### config.mk
export PLATFORM = sky130hd
export DESIGN_NAME = prefix_key_entry_decoder
export DESIGN_NICKNAME = d
export VERILOG_FILES = /design/src/pkd_pkg.sv /design/src/pkd_in_stage.sv /design/src/pkd_parser.sv /design/src/pkd_out_stage.sv /design/src/prefix_key_entry_decoder.sv
export SDC_FILE = /design/constraint.sdc
export NUM_CORES = 1
export LEC_CHECK = 0
export BUFFER_PORTS_ARGS = -buffer_cell sky130_fd_sc_hd__buf_4
export CAP_MARGIN = 15
export CORE_UTILIZATION = 35
export CTS_CLUSTER_DIAMETER = 60
export DETAILED_ROUTE_END_ITERATION = 12
export PLACE_DENSITY_LB_ADDON = 0.05
export RECOVER_POWER = 100
export SETUP_SLACK_MARGIN = 0.5
export SYNTH_ARGS = -nofsm -noshare
export SYNTH_HDL_FRONTEND = slang
export SYNTH_SLANG_ARGS = --single-unit
### constraint.sdc
create_clock -name clk -period 22.6 [get_ports clk]
set_input_delay 1.13 -clock clk [delete_from_list [all_inputs] [get_ports clk]]
set_output_delay 1.13 -clock clk [all_outputs]
set_load 0.01 [all_outputs]
### src/pkd_pkg.sv
package pkd_pkg;

  localparam int MAX_KEY_DEFAULT = 1024;

  // Parser phase codes.
  localparam logic [2:0] PH_SHARED  = 3'd0;
  localparam logic [2:0] PH_SUFFIX  = 3'd1;
  localparam logic [2:0] PH_VALCODE = 3'd2;
  localparam logic [2:0] PH_KEY     = 3'd3;
  localparam logic [2:0] PH_VALUE   = 3'd4;

  // Result kinds.
  localparam logic [1:0] KIND_HEADER = 2'd0;
  localparam logic [1:0] KIND_KEY    = 2'd1;
  localparam logic [1:0] KIND_VALUE  = 2'd2;
  localparam logic [1:0] KIND_ERROR  = 2'd3;

  // Error codes.
  localparam logic [2:0] ERR_NONE      = 3'd0;
  localparam logic [2:0] ERR_VARINT    = 3'd1;
  localparam logic [2:0] ERR_SHARED    = 3'd2;
  localparam logic [2:0] ERR_KEY       = 3'd3;
  localparam logic [2:0] ERR_TRUNCATED = 3'd4;

  localparam logic [2:0] VARINT_MAX_BYTES = 3'd5;

  typedef struct packed {
    logic [1:0]  kind;
    logic [7:0]  byte_out;
    logic [31:0] position;
    logic [10:0] shared_len;
    logic [10:0] suffix_len;
    logic [31:0] value_len;
    logic        is_delete;
    logic [2:0]  error_code;
    logic        record_end;
    logic        block_end;
  } pkd_result_t;

endpackage

### src/pkd_in_stage.sv
module pkd_in_stage (
  input  logic       clk,
  input  logic       rst,
  input  logic       s_tvalid,
  output logic       s_tready,
  input  logic [7:0] s_data,
  input  logic       s_last,
  input  logic       step,
  output logic       in_valid,
  output logic [7:0] in_data,
  output logic       in_last
);

  // The register frees up in the same cycle the parser consumes it.
  assign s_tready = !in_valid || step;

  always_ff @(posedge clk) begin
    if (rst) begin
      in_valid <= 1'b0;
    end else if (s_tvalid && s_tready) begin
      in_valid <= 1'b1;
    end else if (step) begin
      in_valid <= 1'b0;
    end
  end

  always_ff @(posedge clk) begin
    if (s_tvalid && s_tready) begin
      in_data <= s_data;
      in_last <= s_last;
    end
  end

endmodule

### src/pkd_parser.sv
module pkd_parser #(
  parameter int MAX_KEY = pkd_pkg::MAX_KEY_DEFAULT
) (
  input  logic                clk,
  input  logic                rst,
  input  logic                step,
  input  logic [7:0]          in_data,
  input  logic                in_last,
  output logic                res_valid,
  output pkd_pkg::pkd_result_t res
);
  import pkd_pkg::*;

  localparam int KW = $clog2(MAX_KEY + 1);

  logic [2:0]    phase, phase_next;
  logic [31:0]   varint_acc, varint_acc_next;
  logic [2:0]    varint_bytes, varint_bytes_next;
  logic [KW-1:0] cur_shared, cur_shared_next;
  logic [KW-1:0] cur_suffix, cur_suffix_next;
  logic [KW-1:0] remaining, remaining_next;
  logic [31:0]   value_left, value_left_next;
  logic [31:0]   emit_index, emit_index_next;
  logic [KW-1:0] prev_key_len, prev_key_len_next;
  logic          discarding, discarding_next;

  logic [31:0] piece;
  logic [31:0] acc_or;
  logic [2:0]  vb_inc;
  logic [31:0] v;
  logic        del;
  logic [31:0] vlen;
  logic [2:0]  err;
  logic        clear_all;

  always_comb begin
    unique case (varint_bytes)
      3'd0:    piece = 32'(in_data[6:0]);
      3'd1:    piece = 32'(in_data[6:0]) << 7;
      3'd2:    piece = 32'(in_data[6:0]) << 14;
      3'd3:    piece = 32'(in_data[6:0]) << 21;
      3'd4:    piece = 32'(in_data[6:0]) << 28;
      default: piece = '0;
    endcase
  end

  assign acc_or = varint_acc | piece;
  assign vb_inc = varint_bytes + 3'd1;
  assign v      = acc_or;
  assign del    = (v == 32'd0);
  assign vlen   = del ? 32'd0 : v - 32'd1;

  always_comb begin
    phase_next        = phase;
    varint_acc_next   = varint_acc;
    varint_bytes_next = varint_bytes;
    cur_shared_next   = cur_shared;
    cur_suffix_next   = cur_suffix;
    remaining_next    = remaining;
    value_left_next   = value_left;
    emit_index_next   = emit_index;
    prev_key_len_next = prev_key_len;
    discarding_next   = discarding;
    res               = '0;
    res_valid         = 1'b0;
    err               = ERR_NONE;
    clear_all         = 1'b0;

    if (discarding) begin
      clear_all = in_last;
    end else begin
      unique case (phase)
        PH_SHARED, PH_SUFFIX, PH_VALCODE: begin
          if (in_data[7]) begin
            varint_acc_next   = acc_or;
            varint_bytes_next = vb_inc;
            if (vb_inc >= VARINT_MAX_BYTES) begin
              err = ERR_VARINT;
            end
          end else begin
            varint_acc_next   = '0;
            varint_bytes_next = '0;
            if (phase == PH_SHARED) begin
              if (v > 32'(prev_key_len)) begin
                err = ERR_SHARED;
              end else begin
                cur_shared_next = KW'(v);
                phase_next      = PH_SUFFIX;
              end
            end else if (phase == PH_SUFFIX) begin
              if ({1'b0, 32'(cur_shared)} + {1'b0, v} > 33'(MAX_KEY)) begin
                err = ERR_KEY;
              end else begin
                cur_suffix_next = KW'(v);
                phase_next      = PH_VALCODE;
              end
            end else begin
              res_valid         = 1'b1;
              res.kind          = KIND_HEADER;
              res.shared_len    = 11'(cur_shared);
              res.suffix_len    = 11'(cur_suffix);
              res.value_len     = vlen;
              res.is_delete     = del;
              value_left_next   = vlen;
              prev_key_len_next = cur_shared + cur_suffix;
              remaining_next    = cur_suffix;
              emit_index_next   = '0;
              if (cur_suffix != '0) begin
                phase_next = PH_KEY;
              end else if (vlen != 32'd0) begin
                phase_next = PH_VALUE;
              end else begin
                phase_next     = PH_SHARED;
                res.record_end = 1'b1;
              end
            end
          end
        end
        PH_KEY: begin
          res_valid       = 1'b1;
          res.kind        = KIND_KEY;
          res.byte_out    = in_data;
          res.position    = 32'(cur_shared) + emit_index;
          emit_index_next = emit_index + 32'd1;
          remaining_next  = remaining - KW'(1);
          if (remaining == KW'(1)) begin
            emit_index_next = '0;
            if (value_left != 32'd0) begin
              phase_next = PH_VALUE;
            end else begin
              phase_next     = PH_SHARED;
              res.record_end = 1'b1;
            end
          end
        end
        PH_VALUE: begin
          res_valid       = 1'b1;
          res.kind        = KIND_VALUE;
          res.byte_out    = in_data;
          res.position    = emit_index;
          emit_index_next = emit_index + 32'd1;
          value_left_next = value_left - 32'd1;
          if (value_left == 32'd1) begin
            emit_index_next = '0;
            phase_next      = PH_SHARED;
            res.record_end  = 1'b1;
          end
        end
        default: begin
          phase_next = PH_SHARED;
        end
      endcase

      // An entry left open by the block's last byte is truncated.
      if (err == ERR_NONE && in_last &&
          (phase_next != PH_SHARED || varint_bytes_next != 3'd0)) begin
        err = ERR_TRUNCATED;
      end

      if (err != ERR_NONE) begin
        res            = '0;
        res.kind       = KIND_ERROR;
        res.error_code = err;
        res.record_end = 1'b1;
        res.block_end  = in_last;
        res_valid      = 1'b1;
        clear_all      = 1'b1;
      end else if (in_last) begin
        res.block_end = res_valid;
        clear_all     = 1'b1;
      end
    end

    if (clear_all) begin
      phase_next        = PH_SHARED;
      varint_acc_next   = '0;
      varint_bytes_next = '0;
      cur_shared_next   = '0;
      cur_suffix_next   = '0;
      remaining_next    = '0;
      value_left_next   = '0;
      emit_index_next   = '0;
      prev_key_len_next = '0;
      discarding_next   = !discarding && (err != ERR_NONE) && !in_last;
    end
  end

  always_ff @(posedge clk) begin
    if (rst) begin
      phase        <= PH_SHARED;
      varint_acc   <= '0;
      varint_bytes <= '0;
      cur_shared   <= '0;
      cur_suffix   <= '0;
      remaining    <= '0;
      value_left   <= '0;
      emit_index   <= '0;
      prev_key_len <= '0;
      discarding   <= 1'b0;
    end else if (step) begin
      phase        <= phase_next;
      varint_acc   <= varint_acc_next;
      varint_bytes <= varint_bytes_next;
      cur_shared   <= cur_shared_next;
      cur_suffix   <= cur_suffix_next;
      remaining    <= remaining_next;
      value_left   <= value_left_next;
      emit_index   <= emit_index_next;
      prev_key_len <= prev_key_len_next;
      discarding   <= discarding_next;
    end
  end

endmodule

### src/pkd_out_stage.sv
module pkd_out_stage (
  input  logic                 clk,
  input  logic                 rst,
  input  logic                 load,
  input  pkd_pkg::pkd_result_t res,
  input  logic                 m_tready,
  output logic                 out_valid,
  output pkd_pkg::pkd_result_t out_res
);
  import pkd_pkg::*;

  always_ff @(posedge clk) begin
    if (rst) begin
      out_valid <= 1'b0;
    end else if (load) begin
      out_valid <= 1'b1;
    end else if (m_tready) begin
      out_valid <= 1'b0;
    end
  end

  always_ff @(posedge clk) begin
    if (load) begin
      out_res <= res;
    end
  end

endmodule

### src/prefix_key_entry_decoder.sv
// Each accepted byte is held in the input register; the parser step then loads its
// result item into the result register. Throughput: one input byte per cycle unless
// m_tready stalls the combinational parser step; each byte yields at most one item.
// Reset: rst is synchronous and active high; it empties both registers and returns
// the parser to the start of a block with a previous key length of zero.
module prefix_key_entry_decoder #(
  parameter int MAX_KEY = pkd_pkg::MAX_KEY_DEFAULT
) (
  input  logic         clk,
  input  logic         rst,
  input  logic         s_tvalid,
  output logic         s_tready,
  input  logic [7:0]   s_tdata,   // data_byte[7:0]
  input  logic         s_tlast,   // last_byte
  output logic         m_tvalid,
  input  logic         m_tready,
  output logic [103:0] m_tdata,   // byte_out[7:0], position[39:8], shared_len[50:40],
                                  // suffix_len[61:51], value_len[93:62], is_delete[94],
                                  // error_code[97:95], record_end[98], zero fill
  output logic [1:0]   m_tuser,   // kind[1:0]
  output logic         m_tlast    // block_end
);
  import pkd_pkg::*;

  logic        in_valid;
  logic [7:0]  in_data;
  logic        in_last;
  logic        step;
  logic        res_valid;
  pkd_result_t res;
  pkd_result_t out_res;

  // The parser advances whenever a byte is held and the result register can take an item.
  assign step = in_valid && (!m_tvalid || m_tready);

  pkd_in_stage u_in (
    .clk      (clk),
    .rst      (rst),
    .s_tvalid (s_tvalid),
    .s_tready (s_tready),
    .s_data   (s_tdata),
    .s_last   (s_tlast),
    .step     (step),
    .in_valid (in_valid),
    .in_data  (in_data),
    .in_last  (in_last)
  );

  pkd_parser #(
    .MAX_KEY (MAX_KEY)
  ) u_parser (
    .clk       (clk),
    .rst       (rst),
    .step      (step),
    .in_data   (in_data),
    .in_last   (in_last),
    .res_valid (res_valid),
    .res       (res)
  );

  pkd_out_stage u_out (
    .clk       (clk),
    .rst       (rst),
    .load      (step && res_valid),
    .res       (res),
    .m_tready  (m_tready),
    .out_valid (m_tvalid),
    .out_res   (out_res)
  );

  assign m_tdata = {5'b0, out_res.record_end, out_res.error_code, out_res.is_delete,
                    out_res.value_len, out_res.suffix_len, out_res.shared_len,
                    out_res.position, out_res.byte_out};
  assign m_tuser = out_res.kind;
  assign m_tlast = out_res.block_end;

endmodule

# Word level (Yosys, flattened, before mapping)
# Index checks and enable logic that the tools add are counted.
# op_classes
addsub,8
magnitude_cmp,3
n_eq_ne,19
mux,106
n_bitwise,3
n_reduce_logical,47
# op_table
op,n
2-to-1 mux 32 bit,17
2-to-1 mux 11 bit,24
2-to-1 mux 55 bit,4
case mux 32 bit (5 select lines),1
2-to-1 mux 101 bit,1
case mux 32 bit (3 select lines),1
case mux 40 bit (2 select lines),1
2-to-1 mux 3 bit,26
case mux 32 bit (2 select lines),1
nonzero test 32 bit,2
subtractor 32 x 1 -> 32 bit (second input constant),2
adder 11 x 32 -> 33 bit,1
> comparator 33 x 11 -> 1 bit (second input constant),1
adder 11 x 32 -> 32 bit,1
adder 32 x 1 -> 32 bit (second input constant),1
equality test 32 x 1 -> 1 bit (second input constant),1
> comparator 32 x 11 -> 1 bit,1
logical NOT 32 bit,1
OR 32 bit,1
AND reduction 6 bit,5
2-to-1 mux 1 bit,23
case mux 11 bit (2 select lines),1
nonzero test 3 bit,6
equality test 3 x 2 -> 1 bit (second input constant),4
other kinds (29),59
# word_totals
register_bits,260
out_inout_bits,109
elab_cells,210

# Longest topological paths before layout
# logic_depth
ltp_word,23
mapped_depth,22
depth_no_buf,19

# Modules after synthesis
# Synthesis repeated with hierarchy kept, for this count alone.
# unflattened
cells_unflattened,1886
hier_area_um2,15927.8
# modules_own_cells
mod,instances,cells_each,area_per_inst_um2
pkd_parser,1,1757,12440.7
pkd_out_stage,1,106,3101.7
pkd_in_stage,1,14,325.3
prefix_key_entry_decoder,1,9,60.1

# Worst setup path before layout
# Ideal clock, no wire load.
# synth_timing
kind,flip-flop to flip-flop
start,register u_parser.varint_bytes[0]
end,register u_out.out_res[0] (netlist name)
setup_ns,0.714
arrival_time_ns,11.740
required_ns,21.886
slack_ns,10.146
stages_incl_launch_ff,21
n_path_buf,1
period_less_slack_ns,12.454
path_cell_list,dfxtp_1 -> inv_1 -> ha_1 -> buf_2 -> nor2b_1 -> a21oi_1 -> inv_1 -> ha_1 -> inv_1 -> fa_1 -> nand3b_1 -> a211oi_1 -> a311oi_1 -> or3_1 -> nor3_1 -> a31oi_1 -> a2111oi_2 -> a21o_1 -> o41ai_4 -> and2_1 -> a211oi_1
# synth_via
elab_chain_cells,22
word_cells_on_any_way,48
classes_between,3 x add/sub; 3 x order compare; 4 x eq/ne; 26 x mux; 1 x bitwise; 11 x reduce/logical
# synth_lines
item,line_no,rtl
start: declaration,pkd_parser.sv:18,"logic [2:0] varint_bytes, varint_bytes_next;"
start signal: assignment,pkd_parser.sv:203,varint_bytes <= varint_bytes_next;
"parallel branches: the longest is 16 deep, another holds adder 11 x 32 -> 33 bit",-,
2-to-1 mux 3 bit (*),pkd_parser.sv:155,if (err == ERR_NONE && in_last &&
2-to-1 mux 3 bit (*),pkd_parser.sv:69,if (discarding) begin
nonzero test 3 bit (*),pkd_parser.sv:160,if (err != ERR_NONE) begin
2-to-1 mux 1 bit (*),pkd_parser.sv:160,
2-to-1 mux 1 bit (*),pkd_parser.sv:69,
logical AND 1 bit (*),prefix_key_entry_decoder.sv:64,".load (step && res_valid),"
net u_out.load,pkd_out_stage.sv:4,"input logic load,"
# Mark *: on every way through the listed nets, which the timed path passes. The select of a mux whose other input is x is not followed.
# A chain may end at the register's enable or synchronous reset.

# Worst setup path in the final report
# layout_timing
start,register u_parser.varint_bytes[0]
end,register u_out.out_res[77] (netlist name)
# layout_via
elab_chain_cells,20
word_cells_on_any_way,46
classes_between,3 x add/sub; 3 x order compare; 4 x eq/ne; 24 x mux; 1 x bitwise; 11 x reduce/logical
# layout_lines
item,line_no
"parallel branches: the longest is 16 deep, another holds adder 11 x 32 -> 33 bit",-
2-to-1 mux 3 bit (*),pkd_parser.sv:155
2-to-1 mux 3 bit (*),pkd_parser.sv:69
nonzero test 3 bit (*),pkd_parser.sv:160
OR reduction 2 bit (no line) (*),-
# Every way passes the cells marked *. The select of a mux whose other input is x is not followed.

==> flow_summary.ini <==
[status]
status = finished with violations
violations = max-capacitance violations, max-slew violations

[setup_path]
worst-path-buf-inv = 5
slowest_delay_ps = 1510
arrival_ps = 10390
required_ps = 22920
end_kind = flip-flop
critPathKind = flip-flop to flip-flop
startpoint_type = flip-flop
path_max_fanout = 53
worstPathCellList = inv_1, ha_1, nor2b_1, a21oi_1, clkbuf_1, inv_1, ha_1, inv_1, fa_1, nand3b_1, a211oi_1, a311oi_1, or3_1, nor3_1, a31oi_1, a2111oi_0, a21oi_1, o41ai_1, nand3_1, clkbuf_1, a311oi_1
cpMostUsedCell = inv_1
ff2ff_setup_slack_ps = 12530
crit_family = compound AO/OA/AOI/OAI gates
critPathSlowestCell = nand3_1

[detailed_routing]
drt.antenna.violating_nets = 0
route.detailed.drc = 0
post_drt_wl_per_cell_um = 21.95
avgViaCountPerCell = 5.780
drtPass1Iterations = 5
vias = 14740
drt_iter0_markers = 1202
wl_mm = 55.99

[placement]
port_buffers = 116
placed_area_um2 = 17130
gp_congestion = 0.9133
hpwl_mm = 40.03

[cells_and_area]
n_fill_cell = 4582
antenna_cells = 0
final_common_cell = nor2_1
mostFrequentLayoutCells = nor2_1 (242), a21oi_1 (171), nand2_1 (158), dfxtp_1 (149), clkbuf_1 (123)
finalInstanceArea_um2 = 17850
fin_nets = 2004
syn_to_final_growth_pct = 13.53
drive_above_1_share = 0.06381

[floorplan]
start_util = 0.3555
io_pins = 122
rows = 77
die_width_um = 213.9
core_area_um2 = 44220
die_height_um = 213.9
die_area_um2 = 45770

[power_and_ir_drop]
power_mw = 1.200
p_seq_frac = 0.424
p_leak_nw = 6.283
combPwrFrac = 0.089
p_per_area_nw_per_um2 = 67.24
vdd_drop_max_mv = 0.04144
intPower_mw = 0.8820
switching_share = 0.2651
power.switching_mw = 0.3181
clockPowerShare = 0.487

[synthesis]
avgSynthCellArea_um2 = 8.452
yosysTopAreaCellShare = 0.2120
yosysSeqAreaShare = 0.4018
yosys.area.top_type = edfxtp_1
yosys_most_used_dff = dfxtp_1
yosys_warnings = 0
postSynth.asyncResetShare = 0
ys_top_cells_by_area = edfxtp_1 (21%), dfxtp_1 (19%), nor2_1 (5.8%)
syn_area_um2 = 15720
yosysUniqueCellTypes = 79
synthCells = 1860
synth-edff-count = 111
ys_ff_latch = 260

[sta]
slew_headroom = -1.356
whs_ps = 460.8
slew_viol_final = 407
rsz0062_at_grt = false
period_needed_ps = 10070
skew_ps = 16.97
worst_slew_pin_slew_ps = 3533
fin_setup_tns_ps = 0
setup_viol = 0
finalHoldViolCount = 0
post-route-period-util = 0.4457
fmax_mhz = 99.27

[clock_tree]
worstSkewPairLatency_ps = 550
hold_buffers = 0
cts_made_buffers = 36
htreeDepth = 2
ctsLongestPathBuffers = 3
cts_tree = done
post_cts_resized = 0
post-cts-setup-buffers = 0
cts_num_sinks = 260
ctsRootBufferMaster = clkbuf_16
clk_pin_slew_worst_paths_ps = 50

[global_route]
grt_max_degree = 68
grt_use_total = 0.2419
grt_pass1_wl_mm = 86.67
grt-ovfl-total = 0
grt_antenna_before_repair = 0
grt_pass1_vias = 14050

[job]
drv_cap = 11

[min_path]
hp-class = flip-flop to flip-flop
## layout make-up
class	instances	area, um^2	area share
well taps	592	740.7	0.04150
inverters	67	251.5	0.01409
clock inverters	20	241.5	0.01353
repair buffers	149	679.4	0.03807
flip-flops and latches	260	6316	0.3539
multi-input cells	1418	8642	0.4842
clock buffers	45	975.9	0.05468
## metrics by stage
stage | utilization | cells | setup slack [ps]
2_1_floorplan | - | 1864 | 10150
3_3_place_gp | 0.3873 | 2484 | 15870
3_5_place_dp | 0.3875 | 2485 | 15700
4_1_cts | 0.4150 | 2550 | 15690
5_1_grt | 0.4036 | 2551 | 11230
6_report | 0.4036 | 2551 | 12530
## tightest hold or removal path: stages, from the launching register on
cell and delay (ps):
dfxtp_1 310, nand2_1 50, a21oi_1 50
## power groups by stage
stage	sequential, mW	clock (mW)	combinational (mW)
after global placement	0.518	0	0.116
after CTS	0.508	0.599	0.116
after detailed placement	0.518	0	0.115
after floorplan	0.519	0	0.0724
final	0.509	0.584	0.107
after global routing	0.510	0.619	0.116
## worst paths after layout
path                                          startpoint                  endpoint  cells after the start
worst max-delay path            u_parser.varint_bytes[0]         u_out.out_res[77]                     21
worst min-delay path            u_parser.prev_key_len[2]  u_parser.prev_key_len[2]                      2
worst min register to register  u_parser.prev_key_len[2]  u_parser.prev_key_len[2]                      2
worst max register to register  u_parser.varint_bytes[0]         u_out.out_res[77]                     21
## sequential cells by signal (all words and copies together), names as in the netlist, 8 cells and up
register	count
u_parser.prev_key_len	11
u_parser.cur_suffix	11
u_in.in_data	8
u_parser.cur_shared	11
u_parser.remaining	11
u_parser.value_left	32
u_parser.emit_index	32
u_parser.varint_acc	32
u_out.out_res	102
## metal layers
layer  wire (um)  GRT usage  share of wire  vias to the layer above
met5           0          0              0                        -
met4        1798    0.08441          0.032                        0
met3        2696    0.03895          0.048                       94
met2       25080     0.3774           0.45                      407
met1       26420     0.3371           0.47                     7191
li1            -          -              -                     7052
## synth_stat cells (16+ instances only)
library cell	number
edfxtp_1	111
nor3_1	83
or3_1	31
o31ai_1	16
clkbuf_1	89
a22oi_1	61
dfxtp_1	149
nand2_1	158
inv_1	67
a21oi_1	170
o22ai_1	20
xnor2_1	63
nor4_1	29
o21ai_0	66
ha_1	56
a311oi_1	38
nand4_1	26
nor2_1	243
a21o_1	20
a31oi_1	28
xor2_1	27
nand3_1	50
## cells by family (layout without fill, tap and decap cells)
group / Yosys count / count (layout) / share of synthesized area
multiplexers: 3 / 3 / 0.001910
adder cells (fa/ha/maj): 59 / 59 / 0.04839
AO/OA/AOI/OAI: 526 / 526 / 0.2201
AND/OR/NAND/NOR: 735 / 735 / 0.2279
buffers and inverters: 186 / 281 / 0.04959
flip-flops: 260 / 260 / 0.4018
other: 1 / 5 / 0.0002385
XOR/XNOR: 90 / 90 / 0.05014
Power figures use the tool's default switching activity.
